[config.mk]
export PLATFORM = sky130hd
export DESIGN_NAME = aat_front
export DESIGN_NICKNAME = d
export VERILOG_FILES = /design/src/rtl/aat_pkg.sv /design/src/rtl/aat_front.sv
export SDC_FILE = /design/constraint.sdc
export NUM_CORES = 1
export LEC_CHECK = 0
export BUFFER_PORTS_ARGS = -buffer_cell sky130_fd_sc_hd__buf_4
export CORE_ASPECT_RATIO = 0.9
export CORE_UTILIZATION = 50
export DETAILED_ROUTE_END_ITERATION = 8
export PLACE_DENSITY = 0.83
export SYNTH_ARGS = -nofsm -noshare
export SYNTH_HDL_FRONTEND = slang
export SYNTH_SLANG_ARGS = --single-unit
[constraint.sdc]
create_clock -name clk_i -period 8.4 [get_ports clk_i]
set_input_delay 1.26 -clock clk_i [delete_from_list [all_inputs] [get_ports clk_i]]
set_output_delay 1.26 -clock clk_i [all_outputs]
set_load 0.02 [all_outputs]
[src/rtl/aat_pkg.sv]
// Shared types and constants for the box affine transform block.
// No dependencies; every other file in this folder imports this package.
`default_nettype none

package aat_pkg;

  // Field widths and fixed-point formats
  localparam int COORD_W   = 24;               // signed Q16.8 coordinate
  localparam int COEF_W    = 16;               // signed Q4.12 coefficient
  localparam int COEF_FRAC = 12;
  localparam int AXES      = 3;
  localparam int LIN_W     = AXES * COEF_W;    // one packed matrix row
  localparam int CFG_W     = (LIN_W > COORD_W) ? LIN_W : COORD_W;
  localparam int CFG_IDX_W = 3;

  // Arithmetic widths in the back end
  localparam int PROD_W = COEF_W + COORD_W;
  localparam int SUM_W  = PROD_W + 2;          // three products
  localparam int SHR_W  = SUM_W - COEF_FRAC;
  localparam int ADD_W  = ((SHR_W > COORD_W) ? SHR_W : COORD_W) + 1;

  // Stream word widths
  localparam int IN_DATA_W  = 2 * AXES * COORD_W;
  localparam int OUT_DATA_W = 2 * AXES * COORD_W;

  // Queue between front and back; depth must be a power of two
  localparam int QUEUE_DEPTH = 4;
  localparam int QUEUE_AW    = $clog2(QUEUE_DEPTH);

  // Register indexes
  localparam logic [CFG_IDX_W-1:0] REG_ROW_X   = 3'd0;
  localparam logic [CFG_IDX_W-1:0] REG_ROW_Y   = 3'd1;
  localparam logic [CFG_IDX_W-1:0] REG_ROW_Z   = 3'd2;
  localparam logic [CFG_IDX_W-1:0] REG_SHIFT_X = 3'd3;
  localparam logic [CFG_IDX_W-1:0] REG_SHIFT_Y = 3'd4;
  localparam logic [CFG_IDX_W-1:0] REG_SHIFT_Z = 3'd5;

  // Saturation limits, also the empty box corners
  localparam logic [COORD_W-1:0] COORD_MAX = {1'b0, {(COORD_W-1){1'b1}}};
  localparam logic [COORD_W-1:0] COORD_MIN = {1'b1, {(COORD_W-1){1'b0}}};

  // Identity coefficient (1.0 in Q4.12)
  localparam logic [COEF_W-1:0] COEF_ONE = COEF_W'(1) << COEF_FRAC;

  // One box as it travels from front to back; index 0 is x
  typedef struct packed {
    logic                          box_ok;
    logic [AXES-1:0][COORD_W-1:0]  hi;
    logic [AXES-1:0][COORD_W-1:0]  lo;
  } item_t;

  // Matrix and translation as seen by the back end
  typedef struct packed {
    logic [AXES-1:0][LIN_W-1:0]    row;
    logic [AXES-1:0][COORD_W-1:0]  shift;
  } xform_t;

  // Queue status toward the front and back
  typedef struct packed {
    logic full;
    logic empty;
  } queue_status_t;

endpackage

`default_nettype wire

[src/rtl/aat_front.sv]
// Front end: takes input words, checks the box for inversion, hands it to the queue.
// Depends on aat_pkg.
`default_nettype none

module aat_front (
  input  wire logic                        clk_i,
  input  wire logic                        rst_ni,
  input  wire logic                        s_axis_tvalid,
  output logic                             s_axis_tready,
  input  wire logic [aat_pkg::IN_DATA_W-1:0] s_axis_tdata, // lo_x, lo_y, lo_z, hi_x, hi_y, hi_z
  input  wire aat_pkg::queue_status_t      q_status_i,
  output logic                             push_o,
  output aat_pkg::item_t                   item_o
);
  import aat_pkg::*;

  logic  valid_q, valid_d;
  item_t item_q;
  item_t item_d;
  logic  take;

  // Classify the incoming word: any axis with lo above hi makes the box empty
  always_comb begin
    item_d.lo     = s_axis_tdata[AXES*COORD_W-1:0];
    item_d.hi     = s_axis_tdata[2*AXES*COORD_W-1:AXES*COORD_W];
    item_d.box_ok = 1'b1;
    for (int a = 0; a < AXES; a++) begin
      if ($signed(item_d.lo[a]) > $signed(item_d.hi[a])) begin
        item_d.box_ok = 1'b0;
      end
    end
  end

  // Hold one word; accept a new one whenever the slot is empty or its word can move on this cycle
  assign push_o        = valid_q && !q_status_i.full;
  assign s_axis_tready = !valid_q || !q_status_i.full;
  assign take          = s_axis_tvalid && s_axis_tready;
  assign item_o        = item_q;

  always_comb begin
    valid_d = valid_q;
    if (take) begin
      valid_d = 1'b1;
    end else if (push_o) begin
      valid_d = 1'b0;
    end
  end

  always_ff @(posedge clk_i or negedge rst_ni) begin
    if (!rst_ni) begin
      valid_q <= 1'b0;
    end else begin
      valid_q <= valid_d;
    end
  end

  always_ff @(posedge clk_i) begin
    if (take) begin
      item_q <= item_d;
    end
  end

endmodule

`default_nettype wire

==> impl_metrics.env <==
export IMPL_fp_dieH_microns=108
export IMPL_rsz0062_at_grt="false"
export IMPL_crit_type="input port to flip-flop"
export IMPL_diodes=0
export IMPL_crit_path_max_incr_delay_ps=930
export IMPL_htreeDepth=4
export IMPL_postLayoutSetupSlackWorst_ps=5240
export IMPL_worst_r2r_cell_count=3
export IMPL_hp_start="valid_q"
export IMPL_dpl_hpwl_mm=11.9
export IMPL_grt_antenna_before_repair=0
export IMPL_num_vias=4441
export IMPL_r2r_end="item_o[47]"
export IMPL_start_kind="input port"
export IMPL_instances_no_fill=894
export IMPL_final_core_util_pct=75.8
export IMPL_die_w_microns=120
export IMPL_peakVddDrop_v=0.000189
export IMPL_crit_path_frequent_cell="buf_4"
export IMPL_fp_row_count=38
export IMPL_clkSinkCount=146
export IMPL_place_area_sq_um=8650
export IMPL_drive_gt1_share_pct=43.7
export IMPL_period_share_pct=37.6
export IMPL_ctsRootBufferMaster="clkbuf_16"
export IMPL_portBuffers=294
export IMPL_ys_ff_latch=146
export IMPL_gp_congestion=0.792
export IMPL_tightest_slew_ps=1090
export IMPL_ys_warnings_count=0
export IMPL_design_die_area_sq_um=12900
export IMPL_critical_path_max_fanout=88
export IMPL_max_freq_mhz=317
export IMPL_vias_per_cell=4.97
export IMPL_layout_min_cycle_time_ps=3160
export IMPL_cp_slowest_cell="buf_4"
export IMPL_maxCapViolations=0
export IMPL_fillCellCount=774
export IMPL_drtIter0Drc=213
export IMPL_crit_buf_inv=2
export IMPL_drv_slew=0
export IMPL_required_ps=8430
export IMPL_routed_wirelength_mm=15.3
export IMPL_fin_area_sq_um=9160
export IMPL_dp_cells=862
export IMPL_worstPathCellList="buf_4 > nand2_1 > and2_4 > buf_4"
export IMPL_ys_seq_area_share_pct=70.3
export IMPL_tns_ps=0
export IMPL_io_pins=296
export IMPL_routedWlPerCell_microns=17.1
export IMPL_cp_top_family="buffers and inverters"
export IMPL_min_path_type="flip-flop to flip-flop"
export IMPL_status="finished clean"
export IMPL_crit_arrival_ps=3190
export IMPL_grt_usage_pct=24.0
export IMPL_p_leak_nw=4.23
export IMPL_clock_latency_ps=410
export IMPL_post_cts_buffers=0
export IMPL_rrSetupSlack_ps=5820
export IMPL_cts_resized=0
export IMPL_syn_area_sq_um=6230
export IMPL_layout_commonest_cell="buf_4"
export IMPL_setup_viol=0
export IMPL_overflow=0
export IMPL_initial_core_util_pct=51.6
export IMPL_synth_cell_type_count=28
export IMPL_holdPathStages=2
export IMPL_power_density_nw_per_um2=197
export IMPL_min_to="valid_q"
export IMPL_drtPass1Iterations=5
export IMPL_clockBufferDepth=2
export IMPL_reg2reg_from="valid_q"
export IMPL_remaining_drc_errors=0
export IMPL_dpl_worst_slack_ps=4860
export IMPL_grt_max_degree=89
export IMPL_hold_buffers=0
export IMPL_ant_nets=0
export IMPL_finalClockSkew_ps=4.67
export IMPL_final_hold_viol_count=0
export IMPL_max_slew_margin_pct=27.4
export IMPL_syn_inst=407
export IMPL_layout_nets=942
export IMPL_grt_pass1_vias=4592
export IMPL_syn_avg_cell_area_sq_um=15.3
export IMPL_cts_tree="yes"
export IMPL_cts_buffers_inserted=17
export IMPL_grt_pass1_wl_mm=22.5
export IMPL_core_area_sq_um=12100
export IMPL_synth_nets=628
export IMPL_synthToLayoutAreaGrowth_pct=47.0
export IMPL_clk_pin_slew_ps=50
export IMPL_end_kind="flip-flop"
export IMPL_mostFrequentLayoutCells="buf_4, edfxtp_1, inv_1, ha_1, a21oi_1"
==> metrics by stage <==
| stage | total power (W) | hold slack [ps] |
|---|---|---|
| after global routing | 0.00186 | 564 |
| final | 0.00180 | 539 |
| after floorplan | 0.00101 | 609 |
| after global placement | 0.00114 | 513 |
| after detailed placement | 0.00115 | 511 |
| after CTS | 0.00181 | 533 |
==> area by class of cell <==
type | count | area [sq um] | share of cell area [%]
Sequential cell | 146 | 4380 | 47.8
Timing Repair Buffer | 295 | 2210 | 24.2
Multi-Input combinational cell | 189 | 1580 | 17.3
Clock buffer | 22 | 444 | 4.85
Inverter | 72 | 270 | 2.95
Tap cell | 160 | 200 | 2.19
Clock inverter | 10 | 67.6 | 0.738
==> worst reg2reg max path, delay by kind of cell (launching register included) <==
family | cells | cell delay (ps)
buffers and inverters | 1 | 980
DFF | 1 | 380
and+or+nand+nor | 2 | 760
==> Yosys cell counts <==
library cell,number,share of area (%)
nor4_2,2,0.40
o311a_1,1,0.16
a21o_1,7,0.84
nand2b_1,1,0.10
o21ai_0,9,0.72
nand2_1,13,0.78
nor3b_1,1,0.12
o31ai_1,2,0.24
mux2i_1,1,0.16
ha_1,72,14
a211oi_1,3,0.36
a21boi_0,1,0.12
nand3_1,8,0.64
nor2b_1,5,0.50
a31oi_1,1,0.10
o21ai_1,1,0.080
a2111oi_0,2,0.28
edfxtp_1,145,70
dfrtp_1,1,0.40
and2_1,1,0.10
nand4_1,14,1.4
a21oi_1,28,2.2
inv_1,72,4.3
nand4_2,2,0.40
o211ai_1,3,0.36
o21a_1,1,0.12
nor2_1,8,0.48
nor3_1,2,0.16
==> logic make-up after synthesis <==
kind of cell               after synthesis  share of synthesized area (%)
muxes                                    1                          0.161
AOI/OAI and AO/OA                       59                           5.64
adders and majority gates               72                           14.5
and+or+nand+nor                         57                           5.10
buffers and inverters                   72                           4.34
DFF                                    146                           70.3
==> registers in the layout, indices dropped and copies added (netlist names) <==
| signal | cells |
|---|---|
| item_o | 145 |
| valid_q | 1 |
==> per-layer routing <==
layer	routed length [microns]	up-vias	track usage, %
li1	-	2139	-
met1	5550	2054	24.5
met2	7920	213	42.8
met3	1370	35	8.79
met4	496	0	12.9
met5	0	-	0
==> power breakdown <==
group	switching (W)	internal [W]	total (W)
clock network	0.000266	0.000398	0.000665
registers	0.0000116	0.000852	0.000863
logic	0.000148	0.000125	0.000274
total	0.000426	0.00138	0.00180
==> worst max-delay path by stage <==
stage	depth (start not counted)	to	startpoint
after detailed placement	4	item_o[113]	q_status_i[1]
after global routing	4	item_o[61]	q_status_i[1]
after floorplan	2	item_o[0]	q_status_i[1]
after global placement	4	item_o[42]	q_status_i[1]
final	4	item_o[47]	q_status_i[1]
after CTS	4	item_o[42]	q_status_i[1]
(Power assumes the default switching activity.)
