--- src/rtl/aat_pkg.sv ---
// Shared types and constants for the box affine transform block.
// No dependencies; every other file in this folder imports this package.
`default_nettype none

package aat_pkg;

  // Field widths and fixed-point formats
  localparam int COORD_W   = 24;               // signed Q16.8 coordinate
  localparam int COEF_W    = 16;               // signed Q4.12 coefficient
  localparam int COEF_FRAC = 12;
  localparam int AXES      = 3;
  localparam int LIN_W     = AXES * COEF_W;    // one packed matrix row
  localparam int CFG_W     = (LIN_W > COORD_W) ? LIN_W : COORD_W;
  localparam int CFG_IDX_W = 3;

  // Arithmetic widths in the back end
  localparam int PROD_W = COEF_W + COORD_W;
  localparam int SUM_W  = PROD_W + 2;          // three products
  localparam int SHR_W  = SUM_W - COEF_FRAC;
  localparam int ADD_W  = ((SHR_W > COORD_W) ? SHR_W : COORD_W) + 1;

  // Stream word widths
  localparam int IN_DATA_W  = 2 * AXES * COORD_W;
  localparam int OUT_DATA_W = 2 * AXES * COORD_W;

  // Queue between front and back; depth must be a power of two
  localparam int QUEUE_DEPTH = 4;
  localparam int QUEUE_AW    = $clog2(QUEUE_DEPTH);

  // Register indexes
  localparam logic [CFG_IDX_W-1:0] REG_ROW_X   = 3'd0;
  localparam logic [CFG_IDX_W-1:0] REG_ROW_Y   = 3'd1;
  localparam logic [CFG_IDX_W-1:0] REG_ROW_Z   = 3'd2;
  localparam logic [CFG_IDX_W-1:0] REG_SHIFT_X = 3'd3;
  localparam logic [CFG_IDX_W-1:0] REG_SHIFT_Y = 3'd4;
  localparam logic [CFG_IDX_W-1:0] REG_SHIFT_Z = 3'd5;

  // Saturation limits, also the empty box corners
  localparam logic [COORD_W-1:0] COORD_MAX = {1'b0, {(COORD_W-1){1'b1}}};
  localparam logic [COORD_W-1:0] COORD_MIN = {1'b1, {(COORD_W-1){1'b0}}};

  // Identity coefficient (1.0 in Q4.12)
  localparam logic [COEF_W-1:0] COEF_ONE = COEF_W'(1) << COEF_FRAC;

  // One box as it travels from front to back; index 0 is x
  typedef struct packed {
    logic                          box_ok;
    logic [AXES-1:0][COORD_W-1:0]  hi;
    logic [AXES-1:0][COORD_W-1:0]  lo;
  } item_t;

  // Matrix and translation as seen by the back end
  typedef struct packed {
    logic [AXES-1:0][LIN_W-1:0]    row;
    logic [AXES-1:0][COORD_W-1:0]  shift;
  } xform_t;

  // Queue status toward the front and back
  typedef struct packed {
    logic full;
    logic empty;
  } queue_status_t;

endpackage

`default_nettype wire

--- src/rtl/aat_queue.sv ---
// Short queue of boxes between the front and back ends.
// Depends on aat_pkg.
`default_nettype none

module aat_queue (
  input  wire logic               clk_i,
  input  wire logic               rst_ni,
  input  wire logic               push_i,
  input  wire aat_pkg::item_t     item_i,
  input  wire logic               pop_i,
  output aat_pkg::item_t          head_o,
  output aat_pkg::queue_status_t  status_o
);
  import aat_pkg::*;

  item_t               mem_q [QUEUE_DEPTH];
  logic [QUEUE_AW-1:0] wr_ptr_q, wr_ptr_d;
  logic [QUEUE_AW-1:0] rd_ptr_q, rd_ptr_d;
  logic [QUEUE_AW:0]   count_q, count_d;
  logic                do_push, do_pop;

  assign status_o.full  = (count_q == (QUEUE_AW+1)'(QUEUE_DEPTH));
  assign status_o.empty = (count_q == '0);
  assign do_push        = push_i && !status_o.full;
  assign do_pop         = pop_i && !status_o.empty;
  assign head_o         = mem_q[rd_ptr_q];

  // Advance pointers; they wrap at the power-of-two depth
  always_comb begin
    wr_ptr_d = do_push ? wr_ptr_q + 1'b1 : wr_ptr_q;
    rd_ptr_d = do_pop ? rd_ptr_q + 1'b1 : rd_ptr_q;
    count_d  = count_q;
    if (do_push && !do_pop) begin
      count_d = count_q + 1'b1;
    end else if (do_pop && !do_push) begin
      count_d = count_q - 1'b1;
    end
  end

  always_ff @(posedge clk_i or negedge rst_ni) begin
    if (!rst_ni) begin
      wr_ptr_q <= '0;
      rd_ptr_q <= '0;
      count_q  <= '0;
    end else begin
      wr_ptr_q <= wr_ptr_d;
      rd_ptr_q <= rd_ptr_d;
      count_q  <= count_d;
    end
  end

  always_ff @(posedge clk_i) begin
    if (do_push) begin
      mem_q[wr_ptr_q] <= item_i;
    end
  end

endmodule

`default_nettype wire

--- config.mk ---
export PLATFORM = sky130hd
export DESIGN_NAME = aat_queue
export DESIGN_NICKNAME = d
export VERILOG_FILES = /design/src/rtl/aat_pkg.sv /design/src/rtl/aat_queue.sv
export SDC_FILE = /design/constraint.sdc
export NUM_CORES = 1
export LEC_CHECK = 0
export BUFFER_PORTS_ARGS = -buffer_cell sky130_fd_sc_hd__buf_2
export CAP_MARGIN = 20
export CORE_UTILIZATION = 25
export CTS_CLUSTER_DIAMETER = 80
export CTS_CLUSTER_SIZE = 40
export DETAILED_ROUTE_END_ITERATION = 8
export GPL_ROUTABILITY_DRIVEN = 1
export PLACE_DENSITY = 0.48
export SYNTH_ARGS = -nofsm -noshare
export SYNTH_HDL_FRONTEND = slang
export SYNTH_SLANG_ARGS = --single-unit
export TNS_END_PERCENT = 5
--- constraint.sdc ---
create_clock -name clk_i -period 11.3 [get_ports clk_i]
set_input_delay 1.695 -clock clk_i [delete_from_list [all_inputs] [get_ports clk_i]]
set_output_delay 1.695 -clock clk_i [all_outputs]
set_load 0.01 [all_outputs]
==> results of run 1 <==
state kept, by name, summed over array words and instances, names as in the netlist:
register	flops
count_q	3
wr_ptr_q	2
rd_ptr_q	2
mem_q	580
through the flow:
stage	total power (µW)	instances	worst slack (ps)	hold WS [ps]	util, %
2_1_floorplan	4385	794	5480	445.3	-
3_3_place_gp	5074	2212	6134	460.9	28.32
3_5_place_dp	5090	2212	6126	472.4	28.32
4_1_cts	6585	2274	5449	482.9	29.84
5_1_grt	6763	2276	5677	511.9	29.88
6_report	6423	2278	6070	488.6	29.89
worst max-delay path, delay by kind of cell (launching register included):
family,cells,cell delay (ps)
buffers and inverters,4,1510
flip-flops,1,750
multiplexers,1,580
power groups by stage:
stage / Clock [µW] / Combinational, µW / Sequential (µW)
after floorplan: 0 / 1340 / 3040
after global placement: 0 / 2010 / 3060
after detailed placement: 0 / 2010 / 3080
after CTS: 1540 / 2020 / 3030
after global routing: 1600 / 2100 / 3060
final: 1470 / 1940 / 3010
Yosys cell counts, drive strengths merged:
master    n  area share [%]
nor3b     1           0.058
nand3     1           0.023
mux2      2            0.10
edfxtp  580              81
dfrtp     7            0.82
or3       1           0.029
clkbuf    2           0.035
xor2      2           0.082
ha        5            0.29
buf      32             1.7
nand2     1           0.017
inv       4           0.070
xnor2     4            0.16
fa        1           0.093
nor2      1           0.017
nor2b     1           0.029
and2      4            0.12
mux4    145              15
layout make-up:
class | instances | area [µm²]
multi-input cells | 169 | 3496
repair buffers | 309 | 1602
clock buffers | 38 | 929.6
diodes | 3 | 7.507
fillers | 8340 | 59700
well taps | 1144 | 1431
inverters | 4 | 15.01
clock inverters | 24 | 366.6
flip-flops and latches | 587 | 17600
cells by family (layout without fill, tap and decap cells):
logic type / after synthesis / after routing / synth area share, %
AND/OR/NAND/NOR: 10 / 10 / 0.2915
multiplexers: 147 / 147 / 15.32
XOR/XNOR: 6 / 6 / 0.2449
other: 0 / 3 / 0
adder cells (fa/ha/maj): 6 / 6 / 0.3848
buffers and inverters: 38 / 375 / 1.778
flip-flops: 587 / 587 / 81.98
routing by layer:
| layer | GRT usage, % | share of wire [%] |
|---|---|---|
| met1 | 12.83 | 41 |
| met2 | 17.72 | 50 |
| met3 | 3.774 | 7.6 |
| met4 | 2.439 | 1.7 |
| met5 | 0 | 0.37 |
worst paths after layout:
path,cells past startpoint,startpoint,slack (ps),end
max in group asynchronous,1,rst_ni,10170,rd_ptr_q[0]$_DFFE_PN0P_
max reg2reg,4,count_q[2]$_DFFE_PN0P_,8300,mem_q[3][140]$_DFFE_PP_
min in group asynchronous,1,rst_ni,950,rd_ptr_q[1]$_DFFE_PN0P_
min,1,count_q[2]$_DFFE_PN0P_,490,count_q[2]$_DFFE_PN0P_
max,5,rd_ptr_q[0]$_DFFE_PN0P_,6070,head_o[64]
min reg2reg,1,count_q[2]$_DFFE_PN0P_,490,count_q[2]$_DFFE_PN0P_
==> run summary, run 1 <==
status -> finished clean
final WL -> 46410 µm
Final Net Count -> 1260
IO Count -> 296
share of layout cells above drive strength 1 -> 46.07%
number of global-route vias before repair -> 10190
vias -> 9265
Area Overhead vs Synth -> 18.58%
Hold Buf Count CTS -> 0
Final Hold Vio Count -> 0
fin area -> 25450 µm²
clock root cell -> clkbuf_16
Resized Gates After CTS -> 0
post-CTS setup buffers -> 0
Worst Hold Class -> flip-flop to flip-flop
most frequent cells in the layout -> edfxtp_1 (580), buf_2 (295), mux4_2 (145)
Final setup viols -> 0
Syn Area/Cell -> 27.03 µm²
Final min period -> 5230 ps
CP Data Arrival Time -> 3540 ps
Static Leak -> 0.008304 µW
H-tree depth -> 2
Die ar. -> 87010 µm²
Mapped Area -> 21460 µm²
clock slew at reported path FFs -> 90 ps
DR pass1 iterations -> 6
Post-DRT Antenna Nets -> 0
maximum VDD drop -> 144.9 µV
Power Density -> 252.4 nW/µm²
Slowest cell on crit path -> dfrtp_4
RSZ-0062 raised after global routing -> false
largest net degree at the start of global routing -> 62
Yosys warning total -> 0
Num Clock Sinks -> 587
die width -> 295.0 µm
FF+latch count, synth -> 587
Core Region -> 85150 µm²
max_cap viols -> 0
fin crit share -> 46.28%
routed len/inst -> 20.37 µm
max frequency -> 191.2 MHz
GPL Wtd Cong -> 0.6721
Initial DRC Count -> 428
Crit Path Class -> flip-flop to output pin
relative max-transition margin -> 29.55%
Final Max Slew Viols -> 0
sequential-to-total area share from yosys stat -> 81.98%
Mapped Nets -> 949
Critical Path Start Type -> flip-flop
Synth Instances -> 794
setup TNS -> 0 ps
clk buf depth -> 3
Die H -> 295.0 µm
clock power share -> 22.9%
remaining global-route overflow -> 0
most common cell after layout, fill and taps aside -> edfxtp_1
Initial Utilization -> 25.20%
Switch Pwr -> 2036 µW
gr usage total -> 10.52%
post-DR vias/cell -> 4.067
DRC -> 0
CTS tree -> built
# port buffers -> 295
first-pass GRT wire length -> 67230 µm
part of the power in registers -> 46.9%
CP max FO -> 40
Internal Power -> 4388 µW
# rows -> 107
most frequent CP cell -> buf_4
CP required -> 9610 ps
Net Sw Frac -> 31.69%
measured slew at the worst slew-check pin -> 1057 ps
combinational share of power -> 30.2%
worst-path cell chain -> buf_4 -> buf_4 -> buf_16 -> mux4_2 -> buf_2
hpwl dp -> 28200 µm
CTS buffer count -> 34
Distinct cells, synth -> 22
Cell Area, Placed -> 24120 µm²
max incr delay on CP -> 750 ps
initial antenna violation count -> 19
CP endpoint kind -> output pin
clock skew -> 26.58 ps
Clk Latency, worst-skew pair -> 560 ps
Note: power is estimated with default switching activity, not from simulation.
==> run 2: changes to the inputs <==
Settings changed: ABC_AREA from default to 1.
Clock period 11.3 ns to 5.1 ns, I/O delays scaled along.
==> run 2 against run 1 <==
  * Non-clock buffer count is 11 higher
  * Synthesized cell count increased by 120%
  * Synthesized area up 10%
  * Core utilization fell by 0.53 points
  * Worst setup slack got worse by 4400 ps
==> run summary, run 2 <==
ys async rst share -> 1.193% (unchanged)
DR pass1 iterations -> 6 (unchanged)
Final setup viols -> 0 (unchanged)
CP endpoint kind -> output pin
largest net degree at the start of global routing -> 179 (+190%)
clock slew at reported path FFs -> 100 ps (about the same)
area of the multi-input gates -> 4060 µm² (+16%)
DRC -> 0 (unchanged)
worst hold path depth -> 1 (unchanged)
max incr delay on CP -> 540 ps (-210 ps)
leading post-synthesis cells by cell area -> edfxtp_1 (74%), o211ai_1 (9.2%), nand2_1 (7.2%)
Most flops, register -> mem_q
Clk Latency, worst-skew pair -> 590 ps (+30 ps)
Syn Area/Cell -> 13.50 µm² (-50%)
Final Net Count -> 2171 (+72%)
CTS buffer count -> 37 (+8.8%)
filler instances -> 9559 (+15%)
Pwr Total -> 15080 µW (+130%)
routed len/inst -> 16.18 µm (-21%)
relative max-transition margin -> 42.68% (+13 points)
vias -> 13590 (+47%)
Post-DRT Antenna Nets -> 0 (unchanged)
most frequent CP cell -> nand2_1
gr usage total -> 10.91% (+0.40 points)
total area of sequential cells -> 17600 µm² (about the same)
reg-to-reg startpoint -> count_q[0]$_DFFE_PN0P_
Worst Hold Class -> primary input to flip-flop
sequential-to-total area share from yosys stat -> 74.32% (-7.7 points)
# rows -> 112 (+4.7%)
Synth top area share -> 73.58% (-7.6 points)
worst-path cell chain -> inv_16 -> buf_4 -> nand2_1 -> o211ai_1 -> nand2_1 -> buf_2
post-synthesis adder-cell area fraction -> 0.3489% (-0.036 points)
measured slew at the worst slew-check pin -> 857.7 ps (-199.0 ps)
Power Density -> 548.6 nW/µm² (+120%)
FF+latch count, synth -> 587 (unchanged)
CTS tree -> built
remaining global-route overflow -> 0 (unchanged)
die width -> 309.7 µm (+5.0%)
post-synthesis mux area share -> 0% (-15 points)
placed insts -> 3230 (+46%)
Initial Utilization -> 25.28% (+0.082 points)
most numerous cell in the Yosys netlist -> edfxtp_1
share of layout cells above drive strength 1 -> 18.89% (-27 points)
Critical Path Start Type -> flip-flop
worst reg2reg path depth -> 5 (+1)
number of synthesized flops with an enable pin -> 580 (unchanged)
CP Data Arrival Time -> 2710 ps (-830 ps)
Mapped Area -> 23670 µm² (+10%)
hold path start -> item_i[108]
Die H -> 309.7 µm (+5.0%)
Worst Hold Path EP -> mem_q[1][108]$_DFFE_PP_
Distinct cells, synth -> 19 (-14%)
Final Hold Vio Count -> 0 (unchanged)
RR Endpoint -> mem_q[2][137]$_DFFE_PP_
Resized Gates After CTS -> 0 (unchanged)
clock root cell -> clkbuf_16
Synth Area in Simple Gates -> 7.422% (+7.1 points)
CP required -> 4340 ps (-5270 ps)
Yosys warning total -> 0 (unchanged)
post-DR vias/cell -> 4.115 (+1.2%)
fin crit share -> 68.08%
most common cell after layout, fill and taps aside -> edfxtp_1
status -> finished clean
Primary FF master, synth -> edfxtp_1
# port buffers -> 295 (unchanged)
Num Clock Sinks -> 587 (unchanged)
number of global-route vias before repair -> 13320 (+31%)
Area Overhead vs Synth -> 16.12%
Static Leak -> 0.01066 µW (+28%)
Crit Path Class -> flip-flop to output pin
XOR/XNOR Fraction of Synth Area -> 0.03700% (-0.21 points)
Synth Area in Compound Gates -> 9.219% (+9.2 points)
max frequency -> 288.0 MHz
CP max FO -> 178 (+350%)
Mapped Nets -> 1908 (+100%)
Core Region -> 93610 µm² (+9.9%)
Synth area leader -> edfxtp_1
Final min period -> 3472 ps
clock skew -> 22.55 ps (-4.021 ps)
Die ar. -> 95910 µm² (+10%)
IO Count -> 296 (unchanged)
GPL Wtd Cong -> 0.7248 (+7.8%)
r2r setup slk -> 2600 ps (-5700 ps)
largest family of logic cells by synthesized area -> compound AO/OA/AOI/OAI gates
RSZ-0062 raised after global routing -> false
Initial DRC Count -> 718 (+68%)
fin cells -> 3301 (+45%)
synth cell count leaders -> edfxtp_1 (580), nand2_1 (453), inv_1 (305)
top flop regs -> mem_q: 580 flops, count_q: 3 flops
first-pass GRT wire length -> 79160 µm (+18%)
most frequent cells in the layout -> edfxtp_1 (580), nand2_1 (453), inv_1 (305)
hpwl dp -> 30930 µm (+9.7%)
maximum VDD drop -> 358.5 µV (+150%)
final WL -> 53420 µm (+15%)
max reg flops -> 580 (unchanged)
max_cap viols -> 0 (unchanged)
H-tree depth -> 2 (unchanged)
Final Max Slew Viols -> 0 (unchanged)
Synth Instances -> 1753 (+120%)
clk buf depth -> 3 (unchanged)
initial antenna violation count -> 16 (-3)
Slowest cell on crit path -> buf_4
run 2: area by class of cell:
class / count / share of cell area, %
inverters: 307 / 4.270
well taps: 1254 / 5.709
multi-input cells: 763 / 14.77
repair buffers: 320 / 6.565
clock buffers: 43 / 3.606
flip-flops and latches: 587 / 64.02
diodes: 4 / 0.03642
clock inverters: 23 / 1.020
run 2: worst max-delay path by stage:
| stage | startpoint | end | slack (ps) | depth (start not counted) |
|---|---|---|---|---|
| after floorplan | push_i | mem_q[0][0]$_DFFE_PP_ | -70 | 2 |
| after global placement | rd_ptr_q[1]$_DFFE_PN0P_ | head_o[62] | 2210 | 5 |
| after detailed placement | rd_ptr_q[1]$_DFFE_PN0P_ | head_o[62] | 2200 | 5 |
| after CTS | rd_ptr_q[1]$_DFFE_PN0P_ | head_o[62] | 1510 | 5 |
| after global routing | rd_ptr_q[0]$_DFFE_PN0P_ | head_o[49] | 1390 | 6 |
| final | rd_ptr_q[0]$_DFFE_PN0P_ | head_o[49] | 1630 | 6 |
run 2: metrics by stage:
stage	cell area [µm²]	setup WS (ps)	hold WS, ps	utilization, %	TNS [ps]
floorplan	23680	-74.40	462.8	-	-43150
global placement	26190	2209	479.4	27.98	0
CTS	27470	1513	321.0	29.35	0
detailed placement	26190	2202	494.8	27.98	0
global route	27480	1392	335.6	29.36	0
finish	27480	1628	381.9	29.36	0
run 2: cell families (layout without fill, tap and decap cells):
kind of cell	count (synthesis)	in the layout
DFF	587	587
and+or+nand+nor	465	465
buffers and inverters	403	693
AOI/OAI and AO/OA	291	291
adders and majority gates	6	6
xor gates and xnor gates	1	1
other	0	4
run 2: power breakdown:
part / leakage, µW / internal [µW] / switching [µW]
clock: 0.000605 / 1500 / 1750
sequential: 0.00540 / 6330 / 231
combinational: 0.00466 / 1660 / 3600
run 2: layer usage:
layer | up-vias | track usage [%] | part of all wire (%)
met1 | 6595 | 13.02 | 42
met4 | 20 | 2.636 | 1.7
met3 | 79 | 3.327 | 6.5
met2 | 240 | 19.05 | 50
li1 | 6651 | - | -
met5 | - | 0 | 0.21
run 2: what timing repair did:
| action | 4_1_cts | 5_1_grt |
|---|---|---|
| hold buffers | 1 | 0 |
| buffers inserted | 0 | 0 |
| endpoints found under the setup margin | 0 | 0 |
| endpoints found under the hold margin | 7 | 0 |
run 2: critical path: cells and delay by family (launching register included):
kind            cells  cell delay (ps)
simple gates        2              200
buf+inv             3             1120
compound gates      1              110
flops               1              510
